===== config.mk =====
export PLATFORM = sky130hd
export DESIGN_NAME = rpn_stack_calculator
export DESIGN_NICKNAME = d
export VERILOG_FILES = /design/src/rtl/core/rpn_pkg.sv /design/src/rtl/core/rpn_stack_calculator.sv /design/src/rtl/core/rpn_alu.sv
export SDC_FILE = /design/constraint.sdc
export NUM_CORES = 2
export LEC_CHECK = 0
export BUFFER_PORTS_ARGS = -buffer_cell sky130_fd_sc_hd__buf_4
export CORE_MARGIN = 2
export CORE_UTILIZATION = 57
export DETAILED_ROUTE_END_ITERATION = 16
export GPL_ROUTABILITY_DRIVEN = 1
export PLACE_DENSITY_LB_ADDON = 0.12
export SETUP_SLACK_MARGIN = 0.3
export SLEW_MARGIN = 20
export SYNTH_ARGS = -nofsm -noshare
export SYNTH_HDL_FRONTEND = slang
export SYNTH_HIERARCHICAL = 1
export SYNTH_SLANG_ARGS = --single-unit

===== constraint.sdc =====
create_clock -name clk -period 6.1 [get_ports clk]
set_input_delay 1.22 -clock clk [delete_from_list [all_inputs] [get_ports clk]]
set_output_delay 1.22 -clock clk [all_outputs]
set_load 0.02 [all_outputs]

===== src/rtl/core/rpn_pkg.sv =====
// Shared types and codes for the RPN stack calculator.
// Holds the transaction structs, operation and status codes, and the ALU request.
// No dependencies.
`default_nettype none

package rpn_pkg;

    localparam int OP_WIDTH     = 3;
    localparam int STATUS_WIDTH = 2;
    localparam int VALUE_WIDTH  = 32;
    localparam int DEPTH_WIDTH  = 7;

    localparam logic [OP_WIDTH-1:0] OP_PUSH = 3'd0;
    localparam logic [OP_WIDTH-1:0] OP_ADD  = 3'd1;
    localparam logic [OP_WIDTH-1:0] OP_SUB  = 3'd2;
    localparam logic [OP_WIDTH-1:0] OP_MUL  = 3'd3;
    localparam logic [OP_WIDTH-1:0] OP_DIV  = 3'd4;
    localparam logic [OP_WIDTH-1:0] OP_REM  = 3'd5;

    localparam logic [STATUS_WIDTH-1:0] ST_OK        = 2'd0;
    localparam logic [STATUS_WIDTH-1:0] ST_UNDERFLOW = 2'd1;
    localparam logic [STATUS_WIDTH-1:0] ST_DIV_ZERO  = 2'd2;
    localparam logic [STATUS_WIDTH-1:0] ST_FULL      = 2'd3;

    typedef struct packed {
        logic [OP_WIDTH-1:0]           operation;
        logic signed [VALUE_WIDTH-1:0] push_value;
    } cmd_item_t;

    typedef struct packed {
        logic signed [VALUE_WIDTH-1:0] top_value;
        logic [DEPTH_WIDTH-1:0]        stack_depth;
        logic [STATUS_WIDTH-1:0]       status;
    } rsp_item_t;

    typedef struct packed {
        logic                start;
        logic [OP_WIDTH-1:0] op;
    } alu_req_t;

endpackage

`default_nettype wire


===== src/rtl/core/rpn_stack_calculator.sv =====
// RPN stack calculator top level: stack memory, control sequencer, result register.
// Depends on rpn_pkg and rpn_alu.
//
// Usage:
//   cmd channel (cmd_valid/cmd_stall/cmd_data) carries one push or arithmetic
//   operation per transaction; rsp channel returns one transaction per command
//   with the new top of stack, the depth and a status code.
//   One command is in work at a time; cmd_stall is high from acceptance until
//   its result is loaded into the output register.
//   From acceptance, push, no-op and underflow go straight to the emit state;
//   divide by zero passes through the read state first; add, sub, mul, div and
//   rem pass through the read and calc states and wait for the serial ALU,
//   whose loop works one bit per cycle. The emit state waits while a stalled
//   response holds the output register, and cmd_stall stays high meanwhile.
//   The top of stack is kept in a register; the entry below it comes from a
//   stack memory with one write port and one registered read port.
//   Reset empties the stack at once (depth 0, top 0); memory contents are not
//   cleared. A stalled response holds its data; the next command may be
//   accepted meanwhile, and its result waits until the output register frees.
`default_nettype none

module rpn_stack_calculator #(
    parameter int STACK_DEPTH = 64,
    parameter int DATA_WIDTH  = 32
) (
    input  wire logic               clk,
    input  wire logic               rst_n,
    input  wire logic               cmd_valid,
    output logic                    cmd_stall,
    input  wire rpn_pkg::cmd_item_t cmd_data,
    output logic                    rsp_valid,
    input  wire logic               rsp_stall,
    output rpn_pkg::rsp_item_t      rsp_data
);

    localparam int AW = $clog2(STACK_DEPTH);
    localparam int PW = $clog2(STACK_DEPTH + 1);

    localparam logic [1:0] S_IDLE = 2'd0;
    localparam logic [1:0] S_READ = 2'd1;
    localparam logic [1:0] S_CALC = 2'd2;
    localparam logic [1:0] S_EMIT = 2'd3;

    logic [1:0]                       state_reg, state_next;
    logic [PW-1:0]                    sp_reg, sp_next;
    logic [DATA_WIDTH-1:0]            top_reg, top_next;
    logic [rpn_pkg::STATUS_WIDTH-1:0] status_reg, status_next;
    logic [rpn_pkg::OP_WIDTH-1:0]     op_reg, op_next;
    logic                             rsp_valid_reg, rsp_valid_next;
    rpn_pkg::rsp_item_t               rsp_data_reg, rsp_data_next;

    logic [DATA_WIDTH-1:0]            stack_mem [STACK_DEPTH];
    logic [DATA_WIDTH-1:0]            rd_data_reg;
    logic                             mem_we;
    logic [AW-1:0]                    mem_waddr;
    logic [DATA_WIDTH-1:0]            mem_wdata;
    logic [PW-1:0]                    sp_m2;

    logic [63:0]                      push_sext;
    logic [DATA_WIDTH-1:0]            push_word;
    logic [DATA_WIDTH+31:0]           top_pad;
    logic [PW+6:0]                    sp_pad;

    rpn_pkg::alu_req_t                alu_req;
    logic                             alu_done;
    logic [DATA_WIDTH-1:0]            alu_result;

    rpn_alu #(
        .DATA_WIDTH(DATA_WIDTH)
    ) u_alu (
        .clk    (clk),
        .rst_n  (rst_n),
        .req    (alu_req),
        .lhs    (rd_data_reg),
        .rhs    (top_reg),
        .done   (alu_done),
        .result (alu_result)
    );

    always_comb
    begin
        push_sext = {{32{cmd_data.push_value[31]}}, cmd_data.push_value};
        push_word = push_sext[DATA_WIDTH-1:0];
        sp_m2     = sp_reg - PW'(2);
        top_pad   = {32'b0, top_reg};
        sp_pad    = {7'b0, sp_reg};
    end

    assign cmd_stall = (state_reg != S_IDLE);

    always_comb
    begin
        state_next     = state_reg;
        sp_next        = sp_reg;
        top_next       = top_reg;
        status_next    = status_reg;
        op_next        = op_reg;
        rsp_valid_next = rsp_valid_reg;
        rsp_data_next  = rsp_data_reg;
        mem_we         = 1'b0;
        mem_waddr      = sp_m2[AW-1:0];
        mem_wdata      = '0;
        alu_req.start  = 1'b0;
        alu_req.op     = op_reg;

        if (rsp_valid_reg && !rsp_stall)
        begin
            rsp_valid_next = 1'b0;
        end

        case (state_reg)
            S_IDLE:
            begin
                if (cmd_valid)
                begin
                    op_next     = cmd_data.operation;
                    status_next = rpn_pkg::ST_OK;
                    state_next  = S_EMIT;
                    case (cmd_data.operation)
                        rpn_pkg::OP_PUSH:
                        begin
                            if (sp_reg == PW'(STACK_DEPTH))
                            begin
                                status_next = rpn_pkg::ST_FULL;
                            end
                            else
                            begin
                                mem_we    = 1'b1;
                                mem_waddr = sp_reg[AW-1:0];
                                mem_wdata = push_word;
                                top_next  = push_word;
                                sp_next   = sp_reg + 1'b1;
                            end
                        end
                        rpn_pkg::OP_ADD, rpn_pkg::OP_SUB, rpn_pkg::OP_MUL,
                        rpn_pkg::OP_DIV, rpn_pkg::OP_REM:
                        begin
                            if (sp_reg == '0)
                            begin
                                status_next = rpn_pkg::ST_UNDERFLOW;
                            end
                            else if (sp_reg == PW'(1))
                            begin
                                // lone entry is dropped
                                sp_next     = '0;
                                top_next    = '0;
                                status_next = rpn_pkg::ST_UNDERFLOW;
                            end
                            else
                            begin
                                state_next = S_READ;
                            end
                        end
                        default:
                        begin
                        end
                    endcase
                end
            end
            S_READ:
            begin
                // rd_data_reg now holds the entry under the top
                if ((op_reg inside {rpn_pkg::OP_DIV, rpn_pkg::OP_REM}) && (top_reg == '0))
                begin
                    mem_we      = 1'b1;
                    mem_wdata   = '0;
                    top_next    = '0;
                    sp_next     = sp_reg - 1'b1;
                    status_next = rpn_pkg::ST_DIV_ZERO;
                    state_next  = S_EMIT;
                end
                else
                begin
                    alu_req.start = 1'b1;
                    state_next    = S_CALC;
                end
            end
            S_CALC:
            begin
                if (alu_done)
                begin
                    mem_we     = 1'b1;
                    mem_wdata  = alu_result;
                    top_next   = alu_result;
                    sp_next    = sp_reg - 1'b1;
                    state_next = S_EMIT;
                end
            end
            S_EMIT:
            begin
                if (!rsp_valid_reg || !rsp_stall)
                begin
                    rsp_valid_next            = 1'b1;
                    rsp_data_next.top_value   = top_pad[31:0];
                    rsp_data_next.stack_depth = sp_pad[6:0];
                    rsp_data_next.status      = status_reg;
                    state_next                = S_IDLE;
                end
            end
            default:
            begin
                state_next = S_IDLE;
            end
        endcase
    end

    always_ff @(posedge clk)
    begin
        if (mem_we)
        begin
            stack_mem[mem_waddr] <= mem_wdata;
        end
        rd_data_reg <= stack_mem[sp_m2[AW-1:0]];
    end

    always_ff @(posedge clk or negedge rst_n)
    begin
        if (!rst_n)
        begin
            state_reg     <= S_IDLE;
            sp_reg        <= '0;
            top_reg       <= '0;
            rsp_valid_reg <= 1'b0;
        end
        else
        begin
            state_reg     <= state_next;
            sp_reg        <= sp_next;
            top_reg       <= top_next;
            rsp_valid_reg <= rsp_valid_next;
        end
    end

    always_ff @(posedge clk)
    begin
        status_reg   <= status_next;
        op_reg       <= op_next;
        rsp_data_reg <= rsp_data_next;
    end

    assign rsp_valid = rsp_valid_reg;
    assign rsp_data  = rsp_data_reg;

endmodule

`default_nettype wire


===== src/rtl/core/rpn_alu.sv =====
// Serial arithmetic unit: bit-serial add/subtract, shift-add multiply,
// restoring signed divide/remainder, one bit per cycle.
// Depends on rpn_pkg.
`default_nettype none

module rpn_alu #(
    parameter int DATA_WIDTH = 32
) (
    input  wire logic                  clk,
    input  wire logic                  rst_n,
    input  wire rpn_pkg::alu_req_t     req,
    input  wire logic [DATA_WIDTH-1:0] lhs,
    input  wire logic [DATA_WIDTH-1:0] rhs,
    output logic                       done,
    output logic [DATA_WIDTH-1:0]      result
);

    localparam int CW = $clog2(DATA_WIDTH);

    localparam logic [2:0] A_IDLE  = 3'd0;
    localparam logic [2:0] A_SETUP = 3'd1;
    localparam logic [2:0] A_RUN   = 3'd2;
    localparam logic [2:0] A_FIX   = 3'd3;
    localparam logic [2:0] A_DONE  = 3'd4;

    logic [2:0]                     state_reg, state_next;
    logic [CW-1:0]                  cnt_reg, cnt_next;
    logic [rpn_pkg::OP_WIDTH-1:0]   op_reg, op_next;
    logic [DATA_WIDTH-1:0]          a_reg, a_next;
    logic [DATA_WIDTH-1:0]          b_reg, b_next;
    logic [DATA_WIDTH-1:0]          acc_reg, acc_next;
    logic [DATA_WIDTH-1:0]          rem_reg, rem_next;
    logic                           carry_reg, carry_next;
    logic                           neg_q_reg, neg_q_next;
    logic                           neg_r_reg, neg_r_next;

    logic                           b_bit;
    logic                           sum_bit;
    logic [DATA_WIDTH:0]            shifted;
    logic [DATA_WIDTH+1:0]          diff;
    logic                           q_bit;

    always_comb
    begin
        b_bit   = b_reg[0] ^ (op_reg == rpn_pkg::OP_SUB);
        sum_bit = a_reg[0] ^ b_bit ^ carry_reg;
        shifted = {rem_reg, a_reg[DATA_WIDTH-1]};
        diff    = {1'b0, shifted} - {2'b00, b_reg};
        q_bit   = ~diff[DATA_WIDTH+1];
    end

    always_comb
    begin
        state_next = state_reg;
        cnt_next   = cnt_reg;
        op_next    = op_reg;
        a_next     = a_reg;
        b_next     = b_reg;
        acc_next   = acc_reg;
        rem_next   = rem_reg;
        carry_next = carry_reg;
        neg_q_next = neg_q_reg;
        neg_r_next = neg_r_reg;

        case (state_reg)
            A_IDLE:
            begin
                if (req.start)
                begin
                    op_next    = req.op;
                    a_next     = lhs;
                    b_next     = rhs;
                    acc_next   = '0;
                    rem_next   = '0;
                    cnt_next   = '0;
                    carry_next = (req.op == rpn_pkg::OP_SUB);
                    state_next = A_SETUP;
                end
            end
            A_SETUP:
            begin
                // divide works on magnitudes, signs restored at the end
                if (op_reg inside {rpn_pkg::OP_DIV, rpn_pkg::OP_REM})
                begin
                    neg_q_next = a_reg[DATA_WIDTH-1] ^ b_reg[DATA_WIDTH-1];
                    neg_r_next = a_reg[DATA_WIDTH-1];
                    a_next = a_reg[DATA_WIDTH-1] ? (~a_reg + 1'b1) : a_reg;
                    b_next = b_reg[DATA_WIDTH-1] ? (~b_reg + 1'b1) : b_reg;
                end
                state_next = A_RUN;
            end
            A_RUN:
            begin
                case (op_reg)
                    rpn_pkg::OP_ADD, rpn_pkg::OP_SUB:
                    begin
                        acc_next   = {sum_bit, acc_reg[DATA_WIDTH-1:1]};
                        carry_next = (a_reg[0] & b_bit) | (carry_reg & (a_reg[0] ^ b_bit));
                        a_next     = a_reg >> 1;
                        b_next     = b_reg >> 1;
                    end
                    rpn_pkg::OP_MUL:
                    begin
                        if (b_reg[0])
                        begin
                            acc_next = acc_reg + a_reg;
                        end
                        a_next = a_reg << 1;
                        b_next = b_reg >> 1;
                    end
                    rpn_pkg::OP_DIV, rpn_pkg::OP_REM:
                    begin
                        rem_next = q_bit ? diff[DATA_WIDTH-1:0] : shifted[DATA_WIDTH-1:0];
                        a_next   = {a_reg[DATA_WIDTH-2:0], q_bit};
                    end
                    default:
                    begin
                    end
                endcase
                cnt_next = cnt_reg + 1'b1;
                if (cnt_reg == CW'(DATA_WIDTH - 1))
                begin
                    state_next = A_FIX;
                end
            end
            A_FIX:
            begin
                case (op_reg)
                    rpn_pkg::OP_DIV: acc_next = neg_q_reg ? (~a_reg + 1'b1) : a_reg;
                    rpn_pkg::OP_REM: acc_next = neg_r_reg ? (~rem_reg + 1'b1) : rem_reg;
                    default:         acc_next = acc_reg;
                endcase
                state_next = A_DONE;
            end
            A_DONE:
            begin
                state_next = A_IDLE;
            end
            default:
            begin
                state_next = A_IDLE;
            end
        endcase
    end

    always_ff @(posedge clk or negedge rst_n)
    begin
        if (!rst_n)
        begin
            state_reg <= A_IDLE;
        end
        else
        begin
            state_reg <= state_next;
        end
    end

    always_ff @(posedge clk)
    begin
        cnt_reg   <= cnt_next;
        op_reg    <= op_next;
        a_reg     <= a_next;
        b_reg     <= b_next;
        acc_reg   <= acc_next;
        rem_reg   <= rem_next;
        carry_reg <= carry_next;
        neg_q_reg <= neg_q_next;
        neg_r_reg <= neg_r_next;
    end

    assign done   = (state_reg == A_DONE);
    assign result = acc_reg;

endmodule

`default_nettype wire


==> run summary <==
r2r startpoint: sp_reg[1]
Top Ports: 82
crit path cell chain: inv_1 -> ha_1 -> nand2b_1 -> nor2_1 -> a21oi_1 -> or3_2 -> nor4_4 -> buf_4
Critical-path top delay cell: or3_2
simple-gate portion of the synthesized area: 0.0375
non-filler cells, final: 7653
Post-Syn Nets: 5205
CP Capture Type: flip-flop
Slew Limit Fails: 0
min-delay worst type: input pin to async pin
critical path class: flip-flop to flip-flop
antenna viol nets, final: 0
asr flop ratio synth: 0.0195
CTS H-tree depth: 4
Setup Viol. Count Final: 0
routed len/inst: 32.0 um
Hold Vio Cnt, Final: 0
Post-DP HPWL: 148 mm
CTS max path bufs: 3
P&R area growth vs syn: 12.2%
Tot GR Track Use: 0.286
Largest stage delay, worst path: 0.82 ns
Post-CTS Setup Inserts: 0
post-synthesis register bit count: 2310
Least-Margin Pin Slew: 1.16 ns
Pre-Repair DR Iteration Count: 6
Seq/Total Area, Yosys: 0.715
DR vias/cell: 6.72
r2r endpoint: stack_mem[37][23]
total die area: 0.172 mm^2
multiplexer share of the synthesized area: 0.154
Nets: 5378
largest family of logic cells by synthesized area: multiplexers
P_leak: 0.0358 uW
initial antenna violation count: 2
cells on worst reg2reg path: 8
clock slew at reported path FFs: 0.06 ns
final worst-path cycle share: 0.781
Root Driver: clkbuf_16
first-pass GRT wire length: 355 mm
CTS resizes: 0
Yosys cell types: 84
unrepaired setup endpoints after global routing: false
Post-Synth XOR/XNOR Area: 0.0152
FMAX: 210 MHz
Compound-Gate Fraction of Synth Area: 0.0503
Row Count: 150
internal reg-to-reg setup slack: 1.34 ns
Avg Cell Area, Syn: 18.9 um^2
Synth Area in Adders: 0.0110
critical path startpoint: sp_reg[1]
EDFF count, synth: 2233
clock latency reported for the late side of the worst-skew pair: 0.87 ns
cts hold-fix bufs: 0
Rel. slew slack: 0.227
Placed Instances: 7234
pin count of the biggest net entering global routing: 134
Initial Utilization: 0.575
Req. time, crit path: 6.57 ns
IO Port Bufs: 81
Core Area: 0.167 mm^2
vias post-DR: 51400
Syn Std Cell Area: 0.0963 mm^2
total CTS buffers: 223
CTS tree: yes
pwr dens: 519 mW/mm^2
layout cells sized above 1: 0.259
1st-iter DRT viols: 6560
YS warnings: 6
Worst Path Max Fanout: 35
max reg flops: 2048
CP startpoint kind: flip-flop
WP data arrival: 5.24 ns
placer congestion estimate: 0.949
worst vdd ir: 591 uV
total grt overflow: 0
number of global-route vias before repair: 50300
outcome: finished clean
Clock Sinks: 2310
skew final: 0.0394 ns
Routed WL: 245 mm
top_reg_cell synth: edfxtp_1
number of max-cap violations: 0
Die Width: 415 um
Post-Synthesis Cells: 5083
fin crit period: 4.76 ns
vertical die dimension: 415 um
Layout Utilization: 0.645
DRC: 0
==> report_power, final <==
group	internal (uW)	switching, uW	leakage (uW)
sequential	18800	1510	0.0219
clock	7850	5840	0.00352
combinational	9110	12900	0.0104
==> cell families after synthesis <==
| group | Yosys count |
|---|---|
| DFF | 2310 |
| muxes | 727 |
| AOI/OAI and AO/OA | 715 |
| and+or+nand+nor | 700 |
| buffers and inverters | 382 |
| xor gates and xnor gates | 166 |
| adders and majority gates | 83 |
==> critical path, delay by kind of cell, from the launching register on <==
kind                       cells  cell delay, ns
DFF                            1            0.71
adders and majority gates      1            0.73
AOI/OAI and AO/OA              1            0.14
and+or+nand+nor                4            1.67
buffers and inverters          2            1.09
==> area by class of cell <==
cell class / count / area (um^2)
clock inverter: 130 / 1360
tap: 2204 / 2760
antenna: 2 / 5.00
timing repair buffer: 261 / 2220
fill: 11300 / 59400
sequential: 2310 / 68800
inverter: 69 / 259
clock buffer: 286 / 5910
multi-input combinational: 2391 / 26700
==> how the worst max path moves through the flow <==
stage,to,cells past startpoint
floorplan,stack_mem[42][0],8
global placement,stack_mem[36][23],7
detailed placement,stack_mem[38][23],7
CTS,stack_mem[37][23],8
global route,u_alu/rem_reg[26],12
finish,stack_mem[37][23],8
==> synth_stat cells, drive strengths merged, types with 11 or more instances <==
cell type  number  area (um^2)
a211oi         17          128
a21o           42          315
a21oi         173          866
a22o           49          429
a22oi          37          278
a31oi          16          100
and2           11         68.8
and3           16          100
buf           111          564
clkbuf        200          791
dfrtp          45         1130
dfxtp          32          641
edfxtp       2233        67100
ha             80         1000
inv            69          259
mux2           56          631
mux2i          73          731
mux4          598        13500
nand2         197          744
nand2b         23          144
nand3          55          275
nand4          16          100
nand4b         21          184
nor2          132          495
nor2b          13         81.3
nor3           77          385
nor4           63          463
o21ai         134          671
o221a          23          259
o221ai         24          210
o22a           22          193
o22ai          36          225
o31ai          50          375
or3            27          180
or4            14          116
xnor2          92          806
xor2           74          656
==> routing by layer <==
metal  routed length, um  part of all wire  GRT usage  up-vias
met2              113000              0.46      0.429     2441
met5                   0                 0          0        -
met4                9360             0.038      0.106        0
li1                    -                 -          -    21400
met3               20500             0.084     0.0479      364
met1              102000              0.42      0.427    27200
==> cell usage in the layout (no fill, tap or decap), types with 42 or more instances in the layout <==
cell / synthesis / routed
clkbuf_1: 196 / 57
mux4_2: 598 / 598
buf_4: 1 / 240
mux2i_1: 73 / 73
edfxtp_1: 2233 / 2233
clkbuf_16: 0 / 226
xnor2_1: 92 / 91
dfrtp_1: 45 / 42
ha_1: 80 / 79
nor2_1: 132 / 127
inv_1: 69 / 69
xor2_1: 73 / 72
o31ai_1: 50 / 47
o21ai_0: 134 / 133
a21oi_1: 173 / 169
nand3_1: 55 / 54
clkinv_1: 0 / 44
mux2_2: 56 / 56
nor3_1: 77 / 52
a21o_1: 42 / 42
nand2_1: 195 / 193
==> stage by stage <==
step / power (uW) / setup WS [ns] / hold WS, ns / setup TNS (ns) / area, um^2
floorplan: 35000 / -0.477 / 0.400 / -171.65 / 96400
global placement: 42300 / 1.19 / 0.405 / 0 / 101000
detailed placement: 42400 / 1.14 / 0.408 / 0 / 101000
CTS: 56100 / 1.32 / 0.381 / 0 / 108000
global route: 58300 / 1.11 / 0.438 / 0 / 108000
finish: 56100 / 1.34 / 0.422 / 0 / 108000
(Power assumes the default switching activity.)
